[config.mk]
export PLATFORM = sky130hd
export DESIGN_NAME = point_snap_to_grid_and_guides
export DESIGN_NICKNAME = d
export VERILOG_FILES = /design/src/design/psg_pkg.sv /design/src/design/psg_div.sv /design/src/design/psg_ctrl.sv /design/src/design/psg_dpath.sv /design/src/design/point_snap_to_grid_and_guides.sv
export SDC_FILE = /design/constraint.sdc
export NUM_CORES = 2
export LEC_CHECK = 0
export ABC_AREA = 0
export BUFFER_PORTS_ARGS = -buffer_cell sky130_fd_sc_hd__buf_2
export CORE_ASPECT_RATIO = 0.7
export CORE_MARGIN = 2
export CORE_UTILIZATION = 25
export DETAILED_ROUTE_END_ITERATION = 8
export PLACE_DENSITY = 0.47
export SYNTH_ARGS = -nofsm -noshare
export SYNTH_HDL_FRONTEND = slang
export SYNTH_HIERARCHICAL = 1
export SYNTH_SLANG_ARGS = --single-unit
[constraint.sdc]
create_clock -name clk_i -period 12.96 [get_ports clk_i]
set_input_delay 0.648 -clock clk_i [delete_from_list [all_inputs] [get_ports clk_i]]
set_output_delay 0.648 -clock clk_i [all_outputs]
set_load 0.1 [all_outputs]
[src/design/psg_pkg.sv]
package psg_pkg;

  localparam int MaxGuides = 16;
  localparam int GuideAw   = (MaxGuides > 1) ? $clog2(MaxGuides) : 1;
  localparam int WalkW     = (GuideAw + 2 > 6) ? GuideAw + 2 : 6;
  localparam int DivSteps  = 32;
  localparam int DivCntW   = $clog2(DivSteps);
  localparam int CfgIdxW   = 3;
  localparam int CfgDataW  = 31;

  typedef enum logic [CfgIdxW-1:0] {
    CFG_GRID_SPACING  = 3'd0,
    CFG_GRID_SUBDIV   = 3'd1,
    CFG_CANVAS_WIDTH  = 3'd2,
    CFG_CANVAS_HEIGHT = 3'd3,
    CFG_SNAP_THRESH   = 3'd4,
    CFG_GUIDE_COUNT   = 3'd5
  } cfg_idx_e;

  localparam logic MODE_GUIDE_WR = 1'b0;
  localparam logic MODE_SNAP     = 1'b1;

  typedef struct packed {
    logic              mode;
    logic [3:0]        guide_index;
    logic              guide_vertical;
    logic signed [31:0] guide_position;
    logic signed [31:0] point_x;
    logic signed [31:0] point_y;
  } in_t;

  typedef struct packed {
    logic signed [31:0] snapped_x;
    logic signed [31:0] snapped_y;
    logic              hit_x;
    logic              hit_y;
  } out_t;

  typedef enum logic [2:0] {
    ST_IDLE,
    ST_MINOR,
    ST_GSTART,
    ST_GRID,
    ST_ROUND,
    ST_MERGE
  } state_e;

  typedef struct packed {
    logic guide_wr;
    logic load;
    logic grid_start;
    logic round;
    logic merge;
  } cmd_t;

  typedef struct packed {
    logic div_done;
    logic walk_done;
    logic out_free;
  } status_t;

endpackage

[src/design/psg_div.sv]
module psg_div
  import psg_pkg::*;
(
  input  logic        clk_i,
  input  logic        rst_ni,
  input  logic        start_i,
  input  logic [31:0] dividend_i,
  input  logic [30:0] divisor_i,
  output logic        done_o,
  output logic [31:0] quo_o,
  output logic [30:0] rem_o
);

  logic               busy_q, busy_d;
  logic [DivCntW-1:0] cnt_q, cnt_d;
  logic [31:0]        dvd_q, dvd_d;
  logic [30:0]        rem_q, rem_d;
  logic [30:0]        dsr_q, dsr_d;
  logic [32:0]        trial;
  logic               last;

  // restoring step: quotient bits shift into the dividend register
  assign trial = {1'b0, rem_q, dvd_q[31]} - {2'b0, dsr_q};
  assign last  = busy_q && (cnt_q == DivCntW'(DivSteps - 1));

  always_comb begin
    busy_d = busy_q;
    cnt_d  = cnt_q;
    dvd_d  = dvd_q;
    rem_d  = rem_q;
    dsr_d  = dsr_q;
    if (start_i) begin
      busy_d = 1'b1;
      cnt_d  = '0;
      dvd_d  = dividend_i;
      rem_d  = '0;
      dsr_d  = divisor_i;
    end else if (busy_q) begin
      cnt_d = cnt_q + DivCntW'(1);
      if (!trial[32]) begin
        rem_d = trial[30:0];
        dvd_d = {dvd_q[30:0], 1'b1};
      end else begin
        rem_d = {rem_q[29:0], dvd_q[31]};
        dvd_d = {dvd_q[30:0], 1'b0};
      end
      if (last) busy_d = 1'b0;
    end
  end

  always_ff @(posedge clk_i or negedge rst_ni) begin
    if (!rst_ni) begin
      busy_q <= 1'b0;
      cnt_q  <= '0;
    end else begin
      busy_q <= busy_d;
      cnt_q  <= cnt_d;
    end
  end

  always_ff @(posedge clk_i) begin
    dvd_q <= dvd_d;
    rem_q <= rem_d;
    dsr_q <= dsr_d;
  end

  assign done_o = last;
  assign quo_o  = dvd_q;
  assign rem_o  = rem_q;

endmodule

[src/design/psg_ctrl.sv]
module psg_ctrl
  import psg_pkg::*;
(
  input  logic    clk_i,
  input  logic    rst_ni,
  input  logic    in_valid_i,
  input  logic    in_mode_i,
  input  status_t status_i,
  output logic    in_ready_o,
  output cmd_t    cmd_o
);

  state_e state_q, state_d;

  always_comb begin
    state_d = state_q;
    case (state_q)
      ST_IDLE:   if (in_valid_i && in_mode_i == MODE_SNAP) state_d = ST_MINOR;
      ST_MINOR:  if (status_i.div_done) state_d = ST_GSTART;
      ST_GSTART: state_d = ST_GRID;
      ST_GRID:   if (status_i.div_done) state_d = ST_ROUND;
      ST_ROUND:  state_d = ST_MERGE;
      ST_MERGE:  if (status_i.walk_done && status_i.out_free) state_d = ST_IDLE;
      default:   state_d = ST_IDLE;
    endcase
  end

  always_comb begin
    in_ready_o = 1'b0;
    cmd_o      = '0;
    case (state_q)
      ST_IDLE: begin
        in_ready_o     = 1'b1;
        cmd_o.guide_wr = in_valid_i && (in_mode_i == MODE_GUIDE_WR);
        cmd_o.load     = in_valid_i && (in_mode_i == MODE_SNAP);
      end
      ST_GSTART: cmd_o.grid_start = 1'b1;
      ST_ROUND:  cmd_o.round = 1'b1;
      ST_MERGE:  cmd_o.merge = status_i.walk_done && status_i.out_free;
      default: ;
    endcase
  end

  always_ff @(posedge clk_i or negedge rst_ni) begin
    if (!rst_ni) state_q <= ST_IDLE;
    else         state_q <= state_d;
  end

endmodule

[src/design/psg_dpath.sv]
module psg_dpath
  import psg_pkg::*;
(
  input  logic                clk_i,
  input  logic                rst_ni,
  input  logic                cfg_we_i,
  input  logic [CfgIdxW-1:0]  cfg_idx_i,
  input  logic [CfgDataW-1:0] cfg_data_i,
  input  in_t                 in_data_i,
  input  cmd_t                cmd_i,
  output status_t             status_o,
  output logic                out_valid_o,
  input  logic                out_ready_i,
  output out_t                out_data_o
);

  // configuration
  logic [30:0] spacing_q, width_q, height_q, thr_q;
  logic [7:0]  subdiv_q;
  logic [4:0]  gcount_q;

  always_ff @(posedge clk_i or negedge rst_ni) begin
    if (!rst_ni) begin
      spacing_q <= '0;
      subdiv_q  <= 8'd1;
      width_q   <= '0;
      height_q  <= '0;
      thr_q     <= '0;
      gcount_q  <= '0;
    end else if (cfg_we_i) begin
      case (cfg_idx_i)
        CFG_GRID_SPACING:  spacing_q <= cfg_data_i;
        CFG_GRID_SUBDIV:   subdiv_q  <= cfg_data_i[7:0];
        CFG_CANVAS_WIDTH:  width_q   <= cfg_data_i;
        CFG_CANVAS_HEIGHT: height_q  <= cfg_data_i;
        CFG_SNAP_THRESH:   thr_q     <= cfg_data_i;
        CFG_GUIDE_COUNT:   gcount_q  <= cfg_data_i[4:0];
        default: ;
      endcase
    end
  end

  function automatic logic [31:0] abs_diff(logic signed [31:0] a, logic signed [31:0] b);
    logic signed [32:0] diff;
    logic [32:0]        mag;
    diff = 33'(a) - 33'(b);
    mag  = diff[32] ? 33'(-diff) : 33'(diff);
    return mag[31:0];
  endfunction

  // {hit, value} for one axis
  function automatic logic [32:0] pick(logic signed [31:0] p, logic gen, logic [32:0] gc,
                                       logic [30:0] gd, logic [30:0] thr, logic bh,
                                       logic [31:0] bd, logic signed [31:0] bc);
    logic        hg;
    logic        use_b;
    logic [31:0] gsat;
    hg    = gen && (gd <= thr);
    use_b = bh && (!hg || (bd <= {1'b0, gd}));
    if (p[31]) gsat = (gc > 33'h0_8000_0000) ? 32'h8000_0000 : 32'(-gc[31:0]);
    else       gsat = (gc > 33'h0_7FFF_FFFF) ? 32'h7FFF_FFFF : gc[31:0];
    if (use_b)   return {1'b1, bc};
    else if (hg) return {1'b1, gsat};
    else         return {1'b0, p};
  endfunction

  // item registers
  logic signed [31:0] px_q, py_q;
  logic               en_q;
  logic [31:0]        ax, ay;

  always_ff @(posedge clk_i) begin
    if (cmd_i.load) begin
      px_q <= in_data_i.point_x;
      py_q <= in_data_i.point_y;
      en_q <= (thr_q != '0);
    end
  end

  assign ax = px_q[31] ? 32'(-px_q) : 32'(px_q);
  assign ay = py_q[31] ? 32'(-py_q) : 32'(py_q);

  // guide table
  logic [32:0]        guide_mem [MaxGuides];
  logic [32:0]        rd_q;
  logic [WalkW-1:0]   idx_q, idx_d, n_q, n_d, rd_idx;
  logic               walk_q, walk_d;

  assign rd_idx = idx_q - WalkW'(1);

  always_ff @(posedge clk_i) begin
    if (cmd_i.guide_wr && (32'(in_data_i.guide_index) < MaxGuides))
      guide_mem[GuideAw'(in_data_i.guide_index)] <=
        {in_data_i.guide_vertical, in_data_i.guide_position};
    rd_q <= guide_mem[rd_idx[GuideAw-1:0]];
  end

  // edge and guide walk, runs while the divider works; grid merged at the end
  logic signed [31:0] bxc_q, bxc_d, byc_q, byc_d;
  logic [31:0]        bxd_q, bxd_d, byd_q, byd_d;
  logic               bxh_q, bxh_d, byh_q, byh_d;
  logic signed [31:0] cand_x, cand_y;
  logic               use_x, use_y;
  logic [31:0]        dx, dy;

  always_comb begin
    cand_x = '0;
    cand_y = '0;
    use_x  = 1'b1;
    use_y  = 1'b1;
    if (idx_q == WalkW'(1)) begin
      cand_x = 32'(width_q);
      cand_y = 32'(height_q);
    end else if (idx_q >= WalkW'(2)) begin
      cand_x = rd_q[31:0];
      cand_y = rd_q[31:0];
      use_x  = rd_q[32];
      use_y  = !rd_q[32];
    end
  end

  assign dx = abs_diff(cand_x, px_q);
  assign dy = abs_diff(cand_y, py_q);

  always_comb begin
    walk_d = walk_q;
    idx_d  = idx_q;
    n_d    = n_q;
    bxc_d  = bxc_q;
    bxd_d  = bxd_q;
    bxh_d  = bxh_q;
    byc_d  = byc_q;
    byd_d  = byd_q;
    byh_d  = byh_q;
    if (cmd_i.load) begin
      walk_d = 1'b1;
      idx_d  = '0;
      n_d    = (32'(gcount_q) > MaxGuides) ? WalkW'(MaxGuides) : WalkW'(gcount_q);
      bxd_d  = {1'b0, thr_q};
      byd_d  = {1'b0, thr_q};
      bxh_d  = 1'b0;
      byh_d  = 1'b0;
    end else if (walk_q) begin
      idx_d = idx_q + WalkW'(1);
      if (idx_q == n_q + WalkW'(1)) walk_d = 1'b0;
      if (en_q && use_x && (dx <= bxd_q)) begin
        bxc_d = cand_x;
        bxd_d = dx;
        bxh_d = 1'b1;
      end
      if (en_q && use_y && (dy <= byd_q)) begin
        byc_d = cand_y;
        byd_d = dy;
        byh_d = 1'b1;
      end
    end
  end

  always_ff @(posedge clk_i or negedge rst_ni) begin
    if (!rst_ni) walk_q <= 1'b0;
    else         walk_q <= walk_d;
  end

  always_ff @(posedge clk_i) begin
    idx_q <= idx_d;
    n_q   <= n_d;
    bxc_q <= bxc_d;
    bxd_q <= bxd_d;
    bxh_q <= bxh_d;
    byc_q <= byc_d;
    byd_q <= byd_d;
    byh_q <= byh_d;
  end

  // dividers: x unit first yields the minor step, then both take |p| / minor
  logic        done_x, done_y;
  logic [31:0] quo_x, quo_y;
  logic [30:0] rem_x, rem_y;
  logic [31:0] dvd_x;
  logic [30:0] dsr_x;

  assign dvd_x = cmd_i.load ? {1'b0, spacing_q} : ax;
  assign dsr_x = cmd_i.load ? {23'b0, subdiv_q} : quo_x[30:0];

  psg_div u_div_x (
    .clk_i      (clk_i),
    .rst_ni     (rst_ni),
    .start_i    (cmd_i.load | cmd_i.grid_start),
    .dividend_i (dvd_x),
    .divisor_i  (dsr_x),
    .done_o     (done_x),
    .quo_o      (quo_x),
    .rem_o      (rem_x)
  );

  psg_div u_div_y (
    .clk_i      (clk_i),
    .rst_ni     (rst_ni),
    .start_i    (cmd_i.grid_start),
    .dividend_i (ay),
    .divisor_i  (quo_x[30:0]),
    .done_o     (done_y),
    .quo_o      (quo_y),
    .rem_o      (rem_y)
  );

  logic [30:0] minor_q;
  logic        gen_q;

  always_ff @(posedge clk_i) begin
    if (cmd_i.grid_start) begin
      minor_q <= quo_x[30:0];
      gen_q   <= en_q && (subdiv_q != '0) && (quo_x[30:0] != '0);
    end
  end

  // rounded magnitude = a - r (+ minor when 2r >= minor); quotient bits not needed
  logic        rnd_x, rnd_y;
  logic [32:0] gcx_q, gcy_q;
  logic [30:0] gdx_q, gdy_q;

  assign rnd_x = {rem_x, 1'b0} >= {1'b0, minor_q};
  assign rnd_y = {rem_y, 1'b0} >= {1'b0, minor_q};

  always_ff @(posedge clk_i) begin
    if (cmd_i.round) begin
      gcx_q <= {1'b0, ax} - {2'b0, rem_x} + (rnd_x ? {2'b0, minor_q} : 33'd0);
      gcy_q <= {1'b0, ay} - {2'b0, rem_y} + (rnd_y ? {2'b0, minor_q} : 33'd0);
      gdx_q <= rnd_x ? (minor_q - rem_x) : rem_x;
      gdy_q <= rnd_y ? (minor_q - rem_y) : rem_y;
    end
  end

  // output register
  logic        out_valid_q;
  out_t        out_q;
  logic [32:0] res_x, res_y;

  assign res_x = pick(px_q, gen_q, gcx_q, gdx_q, thr_q, bxh_q, bxd_q, bxc_q);
  assign res_y = pick(py_q, gen_q, gcy_q, gdy_q, thr_q, byh_q, byd_q, byc_q);

  always_ff @(posedge clk_i or negedge rst_ni) begin
    if (!rst_ni)                      out_valid_q <= 1'b0;
    else if (cmd_i.merge)             out_valid_q <= 1'b1;
    else if (out_ready_i)             out_valid_q <= 1'b0;
  end

  always_ff @(posedge clk_i) begin
    if (cmd_i.merge) begin
      out_q.snapped_x <= res_x[31:0];
      out_q.snapped_y <= res_y[31:0];
      out_q.hit_x     <= res_x[32];
      out_q.hit_y     <= res_y[32];
    end
  end

  assign status_o.div_done  = done_x | done_y;
  assign status_o.walk_done = !walk_q;
  assign status_o.out_free  = !out_valid_q || out_ready_i;
  assign out_valid_o        = out_valid_q;
  assign out_data_o         = out_q;

endmodule

[src/design/point_snap_to_grid_and_guides.sv]
// Point snapper: per-axis snap of a point to grid, canvas edges and guides.
// Input channel (in_valid_i/in_ready_o, in_data_i): a mode-0 item writes one
// guide table entry in its accept cycle and gives no result; a mode-1 item
// snaps point_x/point_y and gives one result on the output channel
// (out_valid_o/out_ready_i, out_data_o).
// A snap item runs through these steps: a radix-2 divider finds the minor grid
// step, a start state follows, |x| and |y| are divided by that step (two
// divider units side by side), then a rounding state and a merge state. The
// edge and guide walk (one guide per cycle from the table memory) overlaps the
// division. One snap item is in work at a time; the next is accepted the cycle
// after the result is written. Guide writes go one per cycle while idle.
// Results sit in an output register; while the receiver stalls the block
// still takes a new item and finishes it up to the merge, where it waits.
// Reset clears control state and loads configuration defaults (subdivisions 1,
// all others 0); guide entries are undefined until written. Configuration
// (cfg_we_i, cfg_idx_i, cfg_data_i) is to be written only while idle; the user
// must keep to this, as the block itself does not enforce it.
module point_snap_to_grid_and_guides
  import psg_pkg::*;
(
  input  logic                clk_i,
  input  logic                rst_ni,
  input  logic                cfg_we_i,
  input  logic [CfgIdxW-1:0]  cfg_idx_i,
  input  logic [CfgDataW-1:0] cfg_data_i,
  input  logic                in_valid_i,
  output logic                in_ready_o,
  input  in_t                 in_data_i,
  output logic                out_valid_o,
  input  logic                out_ready_i,
  output out_t                out_data_o
);

  cmd_t    cmd;
  status_t status;

  psg_ctrl u_ctrl (
    .clk_i      (clk_i),
    .rst_ni     (rst_ni),
    .in_valid_i (in_valid_i),
    .in_mode_i  (in_data_i.mode),
    .status_i   (status),
    .in_ready_o (in_ready_o),
    .cmd_o      (cmd)
  );

  psg_dpath u_dpath (
    .clk_i       (clk_i),
    .rst_ni      (rst_ni),
    .cfg_we_i    (cfg_we_i),
    .cfg_idx_i   (cfg_idx_i),
    .cfg_data_i  (cfg_data_i),
    .in_data_i   (in_data_i),
    .cmd_i       (cmd),
    .status_o    (status),
    .out_valid_o (out_valid_o),
    .out_ready_i (out_ready_i),
    .out_data_o  (out_data_o)
  );

endmodule
# After elaboration in Yosys (flattened, before gate mapping)
# Memories as Yosys holds them, arrays and structs flattened. A register that Yosys moved wholly into a read port is not among the register bits.
# Index checks and enable logic that the tools add are counted.
[totals]
elab_cells = 216
out_inout_bits = 68
ramBits = 528
memories = 1
register_bits = 744
inputBits = 141
[memory_table]
columns = ["memory", "depth", "word_bits", "read_ports", "rd_ports_with_merged_regs", "wr", "line_no", "rtl"]
rows = [
  ["u_dpath.guide_mem", 16, 33, 1, 1, 1, "psg_dpath.sv:84", "logic [32:0] guide_mem [MaxGuides];"],
]
[op_classes]
bitwise = 4
muxes = 68
eq_ne = 18
magnitude_cmp = 14
add_sub_neg = 21
n_reduce_logical = 47
[op_table]
columns = ["operator", "n"]
rows = [
  ["$mux 32", 20],
  ["$mux 31", 12],
  ["$neg 32->32", 6],
  ["$sub 32x31->33", 4],
  ["$add 33x33->33", 2],
  ["$gt 33x31->1 const B", 2],
  ["$gt 33x32->1 const B", 2],
  ["$mux 33", 2],
  ["$sub 32x32->33", 2],
  ["$ge 32x31->1", 2],
  ["$le 32x31->1", 2],
  ["$le 32x32->1", 2],
  ["$le 31x31->1", 2],
  ["$reduce_bool 31->1", 2],
  ["$sub 31x31->31", 2],
  ["$mux 1", 23],
  ["$mux 5", 4],
  ["$reduce_and 2->1", 10],
  ["$pmux 3 s6", 1],
  ["$logic_and 1x1->1", 15],
  ["$add 6x1->6 const B", 2],
  ["$eq 3x2->1 const B", 4],
  ["$eq 3x3->1 const B", 4],
  ["$mux 3", 4],
  ["21 further kinds", 41],
]

# Logic depth before layout (Yosys ltp)
[depth]
depth_word = 11
ltp_mapped = 33
ltp_nobuf = 28

# Hierarchy
# The synthesis kept the hierarchy.
[modules_own_cells]
columns = ["module", "cells_per_inst", "n_inst", "seq_area_each_um2", "area_each_um2"]
rows = [
  ["psg_dpath", 5555, 1, 32867.8, 66668.9],
  ["psg_div", 556, 2, 2662.6, 5745.5],
  ["psg_ctrl", 22, 1, 75.1, 188.9],
]

# Least setup slack after synthesis
# No wires, ideal clock.
[synth_path]
kind = "reg2reg"
from = "reg u_ctrl.state_q[1]"
to = "reg u_dpath.gcx_q[0] (enable)"
arrival_ps = 9748
t_required_ps = 12162
n_path_buf = 0
stages_incl_launch_ff = 2
period_less_slack_ps = 10546
slack_ps = 2414
setup_time_ps = 798
path_cell_list = "dfrtp_1 > nor3b_1"
[synth_rtl]
columns = ["item", "line_no", "rtl"]
rows = [
  ["from (decl)", "psg_ctrl.sv:13", "state_e state_q, state_d;"],
  ["from (signal assigned)", "psg_ctrl.sv:46", "else state_q <= state_d;"],
  ["to (signal assigned)", "psg_dpath.sv:227", "gcx_q <= {1'b0, ax} - {2'b0, rem_x} + (rnd_x ? {2'b0, minor_q} : 33'd0);"],
  ["to (decl)", "psg_dpath.sv:219", "logic [32:0] gcx_q, gcy_q;"],
]

# Worst setup path in the final report
[layout_path]
from = "reg u_dpath.idx_q[0]"
to = "reg u_dpath.bxc_q[20] (enable)"
[layout_between]
elab_chain_len = 9
elab_cells_between_ends = 13
classes_between = "add/sub (2); order compare (2); eq/ne (1); mux (5); reduce/logical (3)"
[layout_lines]
columns = ["item", "line_no", "rtl"]
rows = [
  ["from (decl)", "psg_dpath.sv:86", "logic [WalkW-1:0] idx_q, idx_d, n_q, n_d, rd_idx;"],
  ["from (signal assigned)", "psg_dpath.sv:165", "idx_q <= idx_d;"],
  ["$ge 6x2->1", "psg_dpath.sv:114", "end else if (idx_q >= WalkW'(2)) begin"],
  ["$mux 32", "psg_dpath.sv:114", ""],
  ["$mux 32", "psg_dpath.sv:111", "if (idx_q == WalkW'(1)) begin"],
  ["$sub 32x32->33", "psg_dpath.sv:46", "diff = 33'(a) - 33'(b);"],
  ["$neg 32->32", "psg_dpath.sv:47", "mag = diff[32] ? 33'(-diff) : 33'(diff);"],
  ["$mux 32", "psg_dpath.sv:47", ""],
  ["$le 32x32->1", "psg_dpath.sv:146", "if (en_q && use_x && (dx <= bxd_q)) begin"],
  ["$logic_and 1x1->1 (*)", "psg_dpath.sv:146", ""],
  ["$reduce_and 3->1 (no source line) (*)", "-", ""],
  ["to (signal assigned)", "psg_dpath.sv:167", "bxc_q <= bxc_d;"],
  ["to (decl)", "psg_dpath.sv:99", "logic signed [31:0] bxc_q, bxc_d, byc_q, byc_d;"],
]
# Mark *: on every way between the ends. The rest lies on a longest branch, timed or not.
# A chain may end at the register's enable or synchronous reset.

==> key figures <==
Power
  • Overall power after layout: 25.5 mW
  • Static Leak: 33.6 nW
  • P per Cell Area: 285 nW/um^2
  • Worst vdd ir: 192 uV

Yosys
  • Area share of the largest cell type after synthesis: 41.2%
  • Synthesized instance count: 6,689
  • Distinct cell type count after synthesis: 116
  • Syn nets: 7,415
  • Synth Cell Area: 78,300 um^2
  • Seq cells post-synth: 1,335
  • Syn Area/Cell: 11.7 um^2
  • Share of synthesized area occupied by flip-flops and latches: 48.8%
  • Primary FF master, synth: edfxtp_1
  • Proportion of synthesized flip-flops having asynchronous set or reset: 11.5%
  • Yosys top cell by area: edfxtp_1
  • Number of synthesized flops with an enable pin: 1,076
  • Number of warnings printed during yosys synthesis: 6
  • Top post-synthesis cells by area: edfxtp_1, ha_1, mux2_2

Global routing
  • Tot GR Track Use: 18.5%
  • GR Overflow Total: 0
  • Largest net degree at the start of global routing: 137
  • Wire length of the first global-routing pass: 421,000 um
  • Number of antenna violations at the first check in global routing: 78
  • Via count of the first global-routing pass: 53.9k

Job
  • Max-Cap Viols: 0

Layout
  • Layout cells sized above 1: 16.4%
  • Post-synthesis to final-layout area growth: 14.4%
  • Final #Nets: 7,659
  • Final core utilization: 28.8%

Setup path
  • Number of buffers and inverters on the critical path: 3
  • Arrival time reported for the critical path endpoint: 9.42 ns
  • Path depth of the worst reg2reg path: 26
  • Maximum fanout along the worst path: 33
  • Instance count on the critical path: 26
  • Critical-path cell with the highest stage delay: nor2_4
  • Largest stage delay, worst path: 1.01 ns
  • Worst path most repeated cell: a221o_1
  • Type of the setup path with the least slack: reg2reg
  • Data required time of the critical path: 13.37 ns
  • Top cell family by delay on the critical path: compound AO/OA/AOI/OAI gates
  • Type of origin of the critical path: register
  • Nature of the critical path endpoint: register

Placed design
  • DP HPWL: 232,000 um
  • Global placer's final weighted congestion: 0.928
  • Number of port buffers: 208

Die
  • Top-level I/O count: 209
  • Chip Height: 472 um
  • Die outline area: 318,000 um^2
  • Area of the placeable core: 311,000 um^2
  • Horizontal die dimension: 673 um
  • FP Rows: 171
  • Starting density of the core: 25.2%

Routing
  • Average vias per placed instance: 5.18
  • Final wirelength: 304,000 um
  • Number of design rule violations left after detail routing: 0
  • Count of antenna-violating nets left after detailed routing: 0
  • Number of DRC markers after the initial detailed-route iteration: 6,965
  • Detailed-routing iteration count for the pre-antenna-repair pass: 6
  • Routed wirelength normalized by instance count: 27.1 um
  • Total vias in the final route: 58.1k

STA
  • Worst slew pin tran: 1.23 ns
  • Total of endpoints with negative setup slack in the final report: 0
  • Clock period minus worst slack: 9.01 ns
  • Max frequency: 111 MHz
  • Post-Route Skew: 0.0815 ns
  • Setup TNS: 0 ns
  • Part of the cycle the worst path needs: 69.5%
  • Slew headroom: 17.7%
  • Pins over their slew limit: 0
  • Endpoints failing hold: 0
  • Unrepaired setup endpoints after global routing: no

CTS
  • Count of instances resized after the clock tree is built: 0
  • Maximum buffer depth of the clock tree: 4
  • TritonCTS clock tree: done
  • Number of H-tree levels: 4
  • # clock sinks: 1,335
  • Clock root buffer: clkbuf_16
  • Worst skew pair latency: 0.85 ns
  • Num CTS Buffers: 146
  • Clk slew on worst S/H paths: 0.06 ns

Outcome
  • Result of the run: completed

Min path
  • Number of cells traversed by the worst hold path: 1
  • Classification of the worst-slack hold path: in2reg
[registers in the layout (all words and copies together) (netlist names), 33 cells and up]
name and count:
u_dpath/rd_q 33, u_dpath/guide_mem 528, u_dpath/gcy_q 33, u_dpath/out_data_o 66
u_dpath/gcx_q 33
[cells by family (layout without fill, tap and decap cells)]
kind of cell | count (synthesis) | count (layout) | synth area share (%)
compound gates | 1535 | 1535 | 13.2
simple gates | 1620 | 1620 | 10.3
flops | 1335 | 1335 | 48.8
xor+xnor | 302 | 302 | 3.39
fa+ha+maj | 585 | 585 | 9.99
mux | 579 | 579 | 10.6
other cells | 0 | 16 | 0
buf+inv | 733 | 1083 | 3.66
[cells in the mapped netlist (87+ instances only)]
cell      number
edfxtp_1    1076
nor2_1       430
nand4_1       95
nor3_1       104
a21oi_1      392
xnor2_1      214
mux2_2       361
nor2b_1       89
nand3_1      126
ha_1         517
dfxtp_1      105
mux4_2       165
clkbuf_1     172
a21o_1       180
inv_1        490
dfrtp_1      153
xor2_1        87
nand2_1      391
o21ai_0      289
[layout make-up]
type | instances | area (um^2)
fillers | 31800 | 221000
flip-flops and latches | 1335 | 38300
multi-input cells | 4621 | 37500
well taps | 4152 | 5190
clock buffers | 197 | 4060
repair buffers | 339 | 2180
inverters | 490 | 1840
clock inverters | 57 | 536
diodes | 16 | 40.0
[timing repair]
action	CTS	global route
hold buffers	56	0
setup buffers	0	0
hold endpoints to repair	104	0
[final timing paths]
check,from,slack (ns),endpoint
setup / recovery,u_dpath/idx_q[0],3.95,u_dpath/bxc_q[20]
hold / removal,in_data_i[32],0.03,u_dpath/px_q[0]
setup reg to reg,u_dpath/idx_q[0],3.95,u_dpath/bxc_q[20]
hold reg to reg,u_dpath/gcount_q[1],0.50,u_dpath/gcount_q[1]
max in group asynchronous,rst_ni,11.16,u_dpath/width_q[19]
min in group asynchronous,rst_ni,0.40,u_dpath/u_div_y/cnt_q[2]
[placed cells by master, fill, tap and decap left out, drive strengths merged, types with 47 or more instances in the layout]
cell,n
edfxtp,1076
ha,517
inv,496
nor2,430
a21oi,402
nand2,391
mux2,363
o21ai,311
buf,283
xnor2,214
clkbuf,197
a21o,180
mux4,165
dfrtp,153
nand3,126
nor3,112
dfxtp,105
nand4,95
nor2b,89
xor2,88
o21a,88
fa,68
a22o,61
nor4,60
nand2b,59
a211oi,57
dlygate4sd3,56
a31oi,55
o31ai,52
mux2i,51
and3,48
or3,47
[worst register-to-register path, cell delays in order (launching register included)]
cell      delay, ns
dfxtp_4        0.71
inv_1          0.21
ha_1           0.25
nor2_1         0.17
o21ai_4        0.11
buf_4          0.30
a22oi_1        0.31
ha_1           0.22
inv_1          0.05
fa_1           0.44
a211oi_4       0.33
o21a_4         0.22
o21bai_2       0.09
a211o_4        0.38
o211a_1        0.27
o31ai_2        0.35
a221o_1        0.62
o31ai_1        0.20
xnor2_1        0.31
ha_1           0.31
and4_1         0.24
a221o_1        0.33
a221o_1        0.32
a221o_1        0.34
o22ai_1        0.17
nand3_1        0.29
nor2_4         1.01
[where the power goes]
group	internal, mW	switching, mW	total [mW]
Clock	2.38	1.83	4.21
Combinational	5.70	8.63	14.3
Sequential	5.97	1.02	6.99
[metal layers]
| layer | track usage, % | vias to the layer above | wire [um] |
|---|---|---|---|
| li1 | - | 25700 | - |
| met1 | 29.9 | 29400 | 153000 |
| met2 | 23.7 | 2615 | 113000 |
| met3 | 5.27 | 320 | 32200 |
| met4 | 3.02 | 10 | 5060 |
| met5 | 0 | - | 73 |
[through the flow]
| stage | cell area, um^2 | hold slack [ns] | std cells | setup WS, ns |
|---|---|---|---|---|
| 3_5_place_dp | 84400 | 0.486 | 10900 | 4.02 |
| 3_3_place_gp | 84400 | 0.486 | 10900 | 4.06 |
| 5_1_grt | 89600 | 0.0127 | 11200 | 3.34 |
| 4_1_cts | 89600 | 0.000413 | 11200 | 3.97 |
| 2_1_floorplan | 78300 | 0.352 | 6689 | 2.41 |
| 6_report | 89600 | 0.0265 | 11200 | 3.95 |
Power figures use the tool's default switching activity.
